$ cat src/hdl/rlr_pkg.sv
`timescale 1ns / 1ps
`default_nettype none
package rlr_pkg;

   // ramp length counter width
   localparam int COUNT_BITS = 16;
   localparam logic [COUNT_BITS-1:0] COUNT_MAX = '1;

   localparam int CFG_BITS   = 31;
   localparam int DATA_BITS  = 32;
   localparam int FRAC_BITS  = 16;
   localparam int MAG_BITS   = DATA_BITS + 1;
   localparam int STEP_BITS  = MAG_BITS + 1;
   localparam int SPEED_BITS = CFG_BITS + DATA_BITS - FRAC_BITS;
   localparam int PROD_BITS  = CFG_BITS + DATA_BITS;
   localparam int NUM_BITS   = SPEED_BITS + 1;
   localparam int ACC_BITS   = DATA_BITS + COUNT_BITS + 1;
   localparam int ITER_BITS  = $clog2(NUM_BITS);

   localparam logic [CFG_BITS-1:0] PERIOD_RESET   = 31'd655;
   localparam logic [CFG_BITS-1:0] MAX_STEP_RESET = 31'd65536;

   localparam logic signed [STEP_BITS-1:0] STEP_HI = 34'sh0_7FFF_FFFF;
   localparam logic signed [STEP_BITS-1:0] STEP_LO = 34'sh3_8000_0000;
   localparam logic [DATA_BITS-1:0] SAMPLE_HI = 32'h7FFF_FFFF;
   localparam logic [DATA_BITS-1:0] SAMPLE_LO = 32'h8000_0000;

   localparam logic FUNC_LOAD = 1'b0;
   localparam logic FUNC_TICK = 1'b1;

   typedef enum logic {
      CSR_SAMPLE_PERIOD = 1'b0,
      CSR_MAX_STEP      = 1'b1
   } csr_index_type;

   typedef struct packed {
      logic                        func;
      logic signed [DATA_BITS-1:0] start_value;
      logic signed [DATA_BITS-1:0] end_value;
      logic signed [DATA_BITS-1:0] duration;
   } req_type;

   typedef struct packed {
      logic signed [DATA_BITS-1:0] sample_value;
      logic                        last;
      logic                        limit_hit;
   } rsp_type;

   typedef struct packed {
      logic capture;
      logic tick;
      logic mult;
      logic setup;
      logic div_step;
      logic count;
      logic commit;
   } cmd_type;

   typedef struct packed {
      logic active;
   } status_type;

   typedef enum logic [6:0] {
      ST_IDLE  = 7'b0000001,
      ST_MUL   = 7'b0000010,
      ST_SETUP = 7'b0000100,
      ST_DIV1  = 7'b0001000,
      ST_COUNT = 7'b0010000,
      ST_DIV2  = 7'b0100000,
      ST_STEP  = 7'b1000000
   } state_type;

endpackage
`default_nettype wire

$ cat src/hdl/rlr_ctrl.sv
`timescale 1ns / 1ps
`default_nettype none
module rlr_ctrl (
   input  wire                   clock,
   input  wire                   reset,
   input  wire                   req_valid,
   input  wire                   req_func,
   output logic                  req_stall,
   output logic                  rsp_valid,
   input  wire                   rsp_stall,
   input  wire rlr_pkg::status_type status,
   output rlr_pkg::cmd_type      cmd
);

   rlr_pkg::state_type state_ff, state_in;
   logic [rlr_pkg::ITER_BITS-1:0] iter_ff, iter_in;
   logic rsp_valid_ff, rsp_valid_in;
   logic req_accept;

   // a tick may enter in the cycle the waiting item leaves
   assign req_stall  = (state_ff != rlr_pkg::ST_IDLE) || (rsp_valid_ff && rsp_stall);
   assign req_accept = req_valid && !req_stall;
   assign rsp_valid  = rsp_valid_ff;

   always_comb begin
      cmd      = '0;
      state_in = state_ff;
      iter_in  = iter_ff;
      case (state_ff)
         rlr_pkg::ST_IDLE: begin
            if (req_accept) begin
               if (req_func == rlr_pkg::FUNC_LOAD) begin
                  cmd.capture = 1'b1;
                  state_in    = rlr_pkg::ST_MUL;
               end else begin
                  cmd.tick = status.active;
               end
            end
         end
         rlr_pkg::ST_MUL: begin
            cmd.mult = 1'b1;
            state_in = rlr_pkg::ST_SETUP;
         end
         rlr_pkg::ST_SETUP: begin
            cmd.setup = 1'b1;
            iter_in   = rlr_pkg::ITER_BITS'(rlr_pkg::NUM_BITS - 1);
            state_in  = rlr_pkg::ST_DIV1;
         end
         rlr_pkg::ST_DIV1: begin
            cmd.div_step = 1'b1;
            if (iter_ff == '0) begin
               state_in = rlr_pkg::ST_COUNT;
            end else begin
               iter_in = iter_ff - 1'b1;
            end
         end
         rlr_pkg::ST_COUNT: begin
            cmd.count = 1'b1;
            iter_in   = rlr_pkg::ITER_BITS'(rlr_pkg::MAG_BITS - 1);
            state_in  = rlr_pkg::ST_DIV2;
         end
         rlr_pkg::ST_DIV2: begin
            cmd.div_step = 1'b1;
            if (iter_ff == '0) begin
               state_in = rlr_pkg::ST_STEP;
            end else begin
               iter_in = iter_ff - 1'b1;
            end
         end
         rlr_pkg::ST_STEP: begin
            cmd.commit = 1'b1;
            state_in   = rlr_pkg::ST_IDLE;
         end
         default: begin
            state_in = rlr_pkg::ST_IDLE;
         end
      endcase
   end

   always_comb begin
      if (cmd.tick) begin
         rsp_valid_in = 1'b1;
      end else if (!rsp_stall) begin
         rsp_valid_in = 1'b0;
      end else begin
         rsp_valid_in = rsp_valid_ff;
      end
   end

   always_ff @(posedge clock) begin
      if (reset) begin
         state_ff     <= rlr_pkg::ST_IDLE;
         iter_ff      <= '0;
         rsp_valid_ff <= 1'b0;
      end else begin
         state_ff     <= state_in;
         iter_ff      <= iter_in;
         rsp_valid_ff <= rsp_valid_in;
      end
   end

   a_load_starts_mult: assert property (@(posedge clock) disable iff (reset)
      (req_accept && req_func == rlr_pkg::FUNC_LOAD) |=> state_ff == rlr_pkg::ST_MUL)
      else $error("load item did not start the step calculation");

   a_active_tick_gives_item: assert property (@(posedge clock) disable iff (reset)
      (req_accept && req_func == rlr_pkg::FUNC_TICK && status.active) |=> rsp_valid_ff)
      else $error("tick on an active ramp gave no item");

   a_idle_tick_silent: assert property (@(posedge clock) disable iff (reset)
      (req_accept && req_func == rlr_pkg::FUNC_TICK && !status.active) |=> !rsp_valid_ff)
      else $error("tick while idle gave an item");

endmodule
`default_nettype wire

$ cat src/hdl/rlr_datapath.sv
`timescale 1ns / 1ps
`default_nettype none
module rlr_datapath (
   input  wire                        clock,
   input  wire                        reset,
   input  wire rlr_pkg::cmd_type      cmd,
   output rlr_pkg::status_type        status,
   input  wire rlr_pkg::req_type      req_data,
   output rlr_pkg::rsp_type           rsp_data,
   input  wire                        csr_write,
   input  wire rlr_pkg::csr_index_type csr_index,
   input  wire [rlr_pkg::CFG_BITS-1:0] csr_wdata
);

   // configuration
   logic [rlr_pkg::CFG_BITS-1:0] period_ff, max_step_ff;

   // load item
   logic signed [rlr_pkg::MAG_BITS-1:0]  diff_ff;
   logic signed [rlr_pkg::DATA_BITS-1:0] dur_ff;
   logic                                 speed_mode_ff;
   logic [rlr_pkg::SPEED_BITS-1:0]       speed_ff;

   // shared restoring divider
   logic [rlr_pkg::NUM_BITS-1:0] rem_ff, num_ff, den_ff;
   logic [rlr_pkg::COUNT_BITS-1:0] count_ff;
   logic hit_ff;

   // ramp state
   logic signed [rlr_pkg::ACC_BITS-1:0]  acc_ff;
   logic signed [rlr_pkg::DATA_BITS-1:0] step_ff;
   logic [rlr_pkg::COUNT_BITS-1:0]       index_ff, total_ff;
   logic                                 clamp_ff;
   rlr_pkg::rsp_type                     rsp_data_ff;

   logic [rlr_pkg::CFG_BITS-1:0]  per;
   logic [rlr_pkg::CFG_BITS-1:0]  dur_pos;
   logic [rlr_pkg::DATA_BITS-1:0] frac;
   logic [rlr_pkg::PROD_BITS-1:0] prod;
   logic [rlr_pkg::MAG_BITS-1:0]  mag;
   logic [rlr_pkg::NUM_BITS-1:0]  setup_num, setup_den;
   logic [rlr_pkg::NUM_BITS:0]    trial, shifted;
   logic [rlr_pkg::NUM_BITS-1:0]  rem_in, num_in;
   logic                          q_over;
   logic [rlr_pkg::COUNT_BITS-1:0] count_in;
   logic [rlr_pkg::MAG_BITS-1:0]  quot;
   logic signed [rlr_pkg::STEP_BITS-1:0] sq, max_s, lim_hi, lim_lo, step_sat;
   logic                          step_hit;
   logic signed [rlr_pkg::ACC_BITS-1:0] acc_in;
   logic [rlr_pkg::DATA_BITS-1:0] sample;
   logic [rlr_pkg::COUNT_BITS-1:0] index_in;
   logic                          last;

   assign per     = (period_ff == '0) ? rlr_pkg::CFG_BITS'(1) : period_ff;
   assign dur_pos = dur_ff[rlr_pkg::CFG_BITS-1:0];
   assign frac    = rlr_pkg::DATA_BITS'(0) - rlr_pkg::DATA_BITS'(dur_ff);
   assign prod    = rlr_pkg::PROD_BITS'(max_step_ff) * rlr_pkg::PROD_BITS'(frac);
   assign mag     = diff_ff[rlr_pkg::MAG_BITS-1] ? rlr_pkg::MAG_BITS'(-diff_ff)
                                                 : rlr_pkg::MAG_BITS'(diff_ff);

   // operands of the sample count division
   always_comb begin
      if (!speed_mode_ff) begin
         setup_num = rlr_pkg::NUM_BITS'((dur_pos < per) ? per : dur_pos);
         setup_den = rlr_pkg::NUM_BITS'(per);
      end else if (mag == '0 || speed_ff == '0) begin
         setup_num = rlr_pkg::NUM_BITS'(1);
         setup_den = rlr_pkg::NUM_BITS'(1);
      end else begin
         // ceiling division: add divisor minus one
         setup_num = rlr_pkg::NUM_BITS'(mag) + rlr_pkg::NUM_BITS'(speed_ff)
                     - rlr_pkg::NUM_BITS'(1);
         setup_den = rlr_pkg::NUM_BITS'(speed_ff);
      end
   end

   // one quotient bit per cycle, quotient shifts into the dividend register
   assign shifted = {rem_ff, num_ff[rlr_pkg::NUM_BITS-1]};
   assign trial   = shifted - {1'b0, den_ff};
   always_comb begin
      if (trial[rlr_pkg::NUM_BITS]) begin
         rem_in = shifted[rlr_pkg::NUM_BITS-1:0];
         num_in = {num_ff[rlr_pkg::NUM_BITS-2:0], 1'b0};
      end else begin
         rem_in = trial[rlr_pkg::NUM_BITS-1:0];
         num_in = {num_ff[rlr_pkg::NUM_BITS-2:0], 1'b1};
      end
   end

   assign q_over   = num_ff[rlr_pkg::NUM_BITS-1:rlr_pkg::COUNT_BITS] != '0;
   assign count_in = q_over ? rlr_pkg::COUNT_MAX : num_ff[rlr_pkg::COUNT_BITS-1:0];

   // sign and limit the step
   assign quot  = num_ff[rlr_pkg::MAG_BITS-1:0];
   assign max_s = rlr_pkg::STEP_BITS'(max_step_ff);
   always_comb begin
      sq = diff_ff[rlr_pkg::MAG_BITS-1] ? -$signed({1'b0, quot}) : $signed({1'b0, quot});
      if (speed_mode_ff) begin
         lim_hi = rlr_pkg::STEP_HI;
         lim_lo = rlr_pkg::STEP_LO;
      end else begin
         lim_hi = max_s;
         lim_lo = -max_s;
      end
      step_hit = 1'b1;
      if (sq > lim_hi) begin
         step_sat = lim_hi;
      end else if (sq < lim_lo) begin
         step_sat = lim_lo;
      end else begin
         step_sat = sq;
         step_hit = 1'b0;
      end
   end

   // next sample: accumulate the step, saturate to 32 bits
   assign acc_in   = acc_ff + rlr_pkg::ACC_BITS'(step_ff);
   assign index_in = index_ff + 1'b1;
   assign last     = index_in >= total_ff;
   always_comb begin
      if (acc_in[rlr_pkg::ACC_BITS-1:rlr_pkg::DATA_BITS-1] == '0 ||
          acc_in[rlr_pkg::ACC_BITS-1:rlr_pkg::DATA_BITS-1] == '1) begin
         sample = acc_in[rlr_pkg::DATA_BITS-1:0];
      end else if (acc_in[rlr_pkg::ACC_BITS-1]) begin
         sample = rlr_pkg::SAMPLE_LO;
      end else begin
         sample = rlr_pkg::SAMPLE_HI;
      end
   end

   always_ff @(posedge clock) begin
      if (reset) begin
         period_ff   <= rlr_pkg::PERIOD_RESET;
         max_step_ff <= rlr_pkg::MAX_STEP_RESET;
         acc_ff      <= '0;
         step_ff     <= '0;
         index_ff    <= '0;
         total_ff    <= '0;
         clamp_ff    <= 1'b0;
      end else begin
         if (csr_write && csr_index == rlr_pkg::CSR_SAMPLE_PERIOD) begin
            period_ff <= csr_wdata;
         end
         if (csr_write && csr_index == rlr_pkg::CSR_MAX_STEP) begin
            max_step_ff <= csr_wdata;
         end
         if (cmd.capture) begin
            acc_ff <= rlr_pkg::ACC_BITS'(req_data.start_value);
         end
         if (cmd.commit) begin
            step_ff  <= step_sat[rlr_pkg::DATA_BITS-1:0];
            index_ff <= '0;
            total_ff <= count_ff;
            clamp_ff <= hit_ff | step_hit;
         end
         if (cmd.tick) begin
            acc_ff <= acc_in;
            if (last) begin
               index_ff <= '0;
               total_ff <= '0;
            end else begin
               index_ff <= index_in;
            end
         end
      end
   end

   always_ff @(posedge clock) begin
      if (cmd.capture) begin
         diff_ff       <= rlr_pkg::MAG_BITS'(req_data.end_value)
                          - rlr_pkg::MAG_BITS'(req_data.start_value);
         dur_ff        <= req_data.duration;
         speed_mode_ff <= req_data.duration[rlr_pkg::DATA_BITS-1] ||
                          req_data.duration == '0;
      end
      if (cmd.mult) begin
         speed_ff <= prod[rlr_pkg::PROD_BITS-1:rlr_pkg::FRAC_BITS];
      end
      if (cmd.setup) begin
         rem_ff <= '0;
         num_ff <= setup_num;
         den_ff <= setup_den;
      end
      if (cmd.div_step) begin
         rem_ff <= rem_in;
         num_ff <= num_in;
      end
      if (cmd.count) begin
         count_ff <= count_in;
         hit_ff   <= q_over;
         rem_ff   <= '0;
         num_ff   <= {mag, {(rlr_pkg::NUM_BITS - rlr_pkg::MAG_BITS){1'b0}}};
         den_ff   <= rlr_pkg::NUM_BITS'(count_in);
      end
      if (cmd.tick) begin
         rsp_data_ff.sample_value <= sample;
         rsp_data_ff.last         <= last;
         rsp_data_ff.limit_hit    <= clamp_ff;
      end
   end

   assign status.active = total_ff != '0;
   assign rsp_data      = rsp_data_ff;

   a_index_below_total: assert property (@(posedge clock) disable iff (reset)
      (total_ff != '0) |-> (index_ff < total_ff))
      else $error("sample index reached the ramp length");

   a_commit_arms_ramp: assert property (@(posedge clock) disable iff (reset)
      cmd.commit |=> (total_ff != '0 && index_ff == '0))
      else $error("committed ramp has no samples");

endmodule
`default_nettype wire

$ cat src/hdl/rate_limited_linear_ramp_top.sv
// Linear setpoint ramp generator, one axis, signed Q16.16.
// Input channel req_*: an item with func load carries start, target and
// duration and gives no result; an item with func tick asks for the next
// sample of the current ramp and gives one result item, or none while idle.
// Result channel rsp_*: sample value, last-sample mark and limit flag.
// Configuration channel csr_*: sample_period (index 0) and max_step (index 1),
// always ready; write only while the block is idle.
// A tick's result sits in the output register from the cycle after the tick
// is taken. A load occupies the block until its step is stored, and no item
// is taken before then: one multiply, one setup step, a 48-step restoring
// division for the sample count, a step to saturate the count, a 33-step
// division for the step size and a step to limit and store the step,
// sharing one divider that retires one quotient bit per cycle.
// A new tick may be taken in the cycle its predecessor's result is taken.
// Reset (synchronous) loads the default configuration and leaves no ramp
// active. While the receiver stalls, the result holds and req_stall is raised.
`timescale 1ns / 1ps
`default_nettype none
module rate_limited_linear_ramp_top (
   input  wire                          clock,
   input  wire                          reset,
   input  wire                          req_valid,
   output logic                         req_stall,
   input  wire rlr_pkg::req_type        req_data,
   output logic                         rsp_valid,
   input  wire                          rsp_stall,
   output rlr_pkg::rsp_type             rsp_data,
   input  wire                          csr_valid,
   output logic                         csr_ready,
   input  wire rlr_pkg::csr_index_type  csr_index,
   input  wire [rlr_pkg::CFG_BITS-1:0]  csr_wdata
);

   rlr_pkg::cmd_type    cmd;
   rlr_pkg::status_type status;
   logic                csr_write;

   assign csr_ready = 1'b1;
   assign csr_write = csr_valid && csr_ready;

   rlr_ctrl u_ctrl (
      .clock     (clock),
      .reset     (reset),
      .req_valid (req_valid),
      .req_func  (req_data.func),
      .req_stall (req_stall),
      .rsp_valid (rsp_valid),
      .rsp_stall (rsp_stall),
      .status    (status),
      .cmd       (cmd)
   );

   rlr_datapath u_datapath (
      .clock     (clock),
      .reset     (reset),
      .cmd       (cmd),
      .status    (status),
      .req_data  (req_data),
      .rsp_data  (rsp_data),
      .csr_write (csr_write),
      .csr_index (csr_index),
      .csr_wdata (csr_wdata)
   );

endmodule
`default_nettype wire
$ cat config.mk
export PLATFORM = sky130hd
export DESIGN_NAME = rate_limited_linear_ramp_top
export DESIGN_NICKNAME = d
export VERILOG_FILES = /design/src/hdl/rlr_pkg.sv /design/src/hdl/rlr_ctrl.sv /design/src/hdl/rlr_datapath.sv /design/src/hdl/rate_limited_linear_ramp_top.sv
export SDC_FILE = /design/constraint.sdc
export NUM_CORES = 2
export LEC_CHECK = 0
export BUFFER_PORTS_ARGS = -buffer_cell sky130_fd_sc_hd__buf_2
export CORE_UTILIZATION = 38
export DETAILED_ROUTE_END_ITERATION = 6
export PLACE_DENSITY_LB_ADDON = 0.12
export SLEW_MARGIN = 20
export SYNTH_ARGS = -nofsm -noshare
export SYNTH_HDL_FRONTEND = slang
export SYNTH_SLANG_ARGS = --single-unit
export TNS_END_PERCENT = 30
$ cat constraint.sdc
create_clock -name clock -period 9.98 [get_ports clock]
set_input_delay 2.994 -clock clock [delete_from_list [all_inputs] [get_ports clock]]
set_output_delay 2.994 -clock clock [all_outputs]
set_load 0.005 [all_outputs]
==> reports/qor.yml <==
post-synth-top-count-cell: "inv_1"
fill_cells: 17581
cp_data_arrival_time_ns: 10.44
grt_pass1_vias: 56148
place_area_um2: 71300
skew_ns: 0.0725
m1WireLength_um: 107000
grt_setup_unrepaired: "true"
final_area_um2: 73800
cp_top_family: "adder cells"
final_core_util: 0.423
yosys-top-cells-area: "fa_1 26%, ha_1 11%, edfxtp_1 9.5%"
dp_hpwl_um: 194000
period_minus_slack_ns: 10.05
cts_tree: "built"
coreArea_um2: 175000
drt_wl_total_um: 238000
drcViolationCount: 1
syn2layout_area_growth_pct: 10.2
via_per_inst: 5.43
hold_path_class: "reg -> reg"
tightestPinTransition_ns: 1.20
synthCells: 7656
peakVddDrop_mv: 0.272
grtUsageTotal: 0.266
cts_made_buffers: 58
port_buffers: 169
async_flop_share: 0
wl_per_cell_um: 23.6
io_pins: 171
die_h_um: 422
cp-end-kind: "flop"
synth_top_cells_by_count: "1123 x inv_1, 914 x nand2_1, 869 x fa_1, 582 x ha_1, 544 x and2_1"
dieArea_um2: 178000
routed.top_layer: "met5"
drive_above_1_share: 0.0907
pre_cts_ws_ns: -0.409
setup_viol_count_final: 5
cp_num_buf_inv: 4
cts_root_buf: "clkbuf_16"
syn_nets: 9241
grt_antenna_before_repair: 24
crit_path_start_kind: "flop"
power.density_nw_per_um2: 198
ys_seq_area_frac: 0.180
status: "finished with violations"
clock_latency_ns: 0.71
num_rows: 153
period_share: 1.01
violations: "DRC, setup timing"
cts_hold_buf: 0
power.leakage_nw: 34.1
crit_fanout: 6
synth_top_area_share: 0.260
drt-initial-drc-count: 3838
synth.largest_area_cell: "fa_1"
critPathKind: "reg -> reg"
clkSlewWorstSetupHoldPaths_ns: 0.06
slowest_stage: "fa_1"
dr_wl_met3_um: 12700
gr-total-overflow: 0
vias: 54775
initial_core_util: 0.384
path_common_cell: "fa_1"
ys_warn_count: 0
power.total_w: 0.0146
drt_first_pass_iters: 7
cts_buffer_depth: 3
synth-edff-count: 213
fin_ws_ns: -0.0693
grt_pass1_wl_um: 359000
clock_sinks: 497
num-nets-final: 9288
yosysUniqueCellTypes: 94
die_w_um: 422
stdcell_count: 10086
required_ns: 10.37
synth.cell_area_um2: 67000
ant_nets: 0
gp_congestion: 0.952
timing.slew.headroom: 0.198
grt_start_max_net_pins: 80
placed_cells: 9959
slowest_delay_ns: 0.56
maxCapViolCount: 0
met2_length_um: 110000
yosys_register_bits: 497
slew_viol_final: 0
syn_area_per_cell_um2: 8.75
synth_ff_type: "dfxtp_1"
htreeDepth: 2
max_freq_ghz: 0.0995
finalHoldViolCount: 0
==> metal layers <==
metal  track usage  vias up
met3        0.0294      286
met2         0.433     1474
met4        0.0895        2
met1         0.367    27809
met5             0        -
li1              -    25204
==> metrics by stage <==
stage / setup TNS, ns / hold slack (ns)
after global placement: -5.41 / 0.448
after floorplan: 0 / 0.409
final: -0.220 / 0.469
after CTS: -1.30 / 0.466
after detailed placement: -5.55 / 0.456
after global routing: -3.96 / 0.508
==> sequential cells by signal, indices dropped and copies added (netlist names), 32 cells and up <==
signal               count
u_datapath.dur_ff       32
u_datapath.acc_ff       49
u_datapath.rem_ff       48
u_datapath.num_ff       48
u_datapath.step_ff      32
u_datapath.diff_ff      33
u_datapath.rsp_data     34
u_datapath.den_ff       47
u_datapath.speed_ff     47
==> layout by cell type (no fill, tap or decap), drive strengths merged, types with 21 or more instances in the layout <==
master,netlist,routed
and2,544,544
buf,26,418
nand4,69,69
and3,31,31
xor2,130,130
nor3,81,81
o221ai,38,38
nand2,916,916
a31oi,37,37
clkbuf,405,69
a22oi,33,33
clkinv,2,22
nor3b,34,34
o21bai,28,28
mux2i,68,68
edfxtp,213,213
a221oi,39,39
nor2b,59,59
o21ai,283,283
or3,39,39
o31ai,34,34
or2,32,32
nand3,95,95
a21oi,342,342
dfxtp,284,284
fa,869,869
o21a,41,41
a21o,180,180
or4,21,21
xnor2,194,194
nor4,56,56
ha,582,582
a211oi,60,60
inv,1126,1133
o211ai,44,44
o22ai,23,23
nand2b,43,43
nor2,358,358
==> power by group <==
part | total, W | switching [W] | internal [W]
Sequential | 0.00287 | 0.000277 | 0.00260
Clock | 0.00235 | 0.00102 | 0.00133
Combinational | 0.00937 | 0.00537 | 0.00400
Total | 0.0146 | 0.00667 | 0.00793
==> final timing paths <==
check | startpoint | endpoint | slack [ns] | depth (start not counted)
max | u_datapath.dur_ff[6] | u_datapath.speed_ff[41] | -0.07 | 34
min | u_datapath.acc_ff[0] | u_datapath.acc_ff[0] | 0.47 | 2
max reg2reg | u_datapath.dur_ff[6] | u_datapath.speed_ff[41] | -0.07 | 34
min reg2reg | u_datapath.acc_ff[0] | u_datapath.acc_ff[0] | 0.47 | 2
==> cell type report <==
class                           instances  area, um2  area share
Sequential cell                       497      12100       0.164
Antenna cell                            8       20.0    0.000271
Clock buffer                           69       1590      0.0215
Multi-Input combinational cell       5600      49700       0.673
Clock inverter                         41        467     0.00632
Tap cell                             2325       2910      0.0394
Inverter                             1128       4230      0.0574
Timing Repair Buffer                  418       2820      0.0382
==> what timing repair did <==
item / 4_1_cts / 5_1_grt
gates resized for setup: 21 / 48
hold endpoints to repair: 0 / 0
pin swaps: 21 / 23
buffers inserted: 5 / 6
endpoints found under the setup margin: 23 / 24
==> logic make-up (layout without fill, tap and decap cells) <==
kind of cell,count (synthesis),count (layout),synth area share
simple gates,2426,2426,0.179
buf+inv,1559,1656,0.0879
fa+ha+maj,1451,1451,0.368
compound gates,1319,1319,0.130
flops,497,497,0.180
xor+xnor,324,324,0.0423
mux,79,79,0.0120
other cells,1,9,0.0000560
==> worst min-delay path, cell delays in order, from the launching register on <==
cell and delay [ns]:
dfxtp_1 0.32, nand2_1 0.05, a21oi_1 0.05
Power figures use the tool's default switching activity.
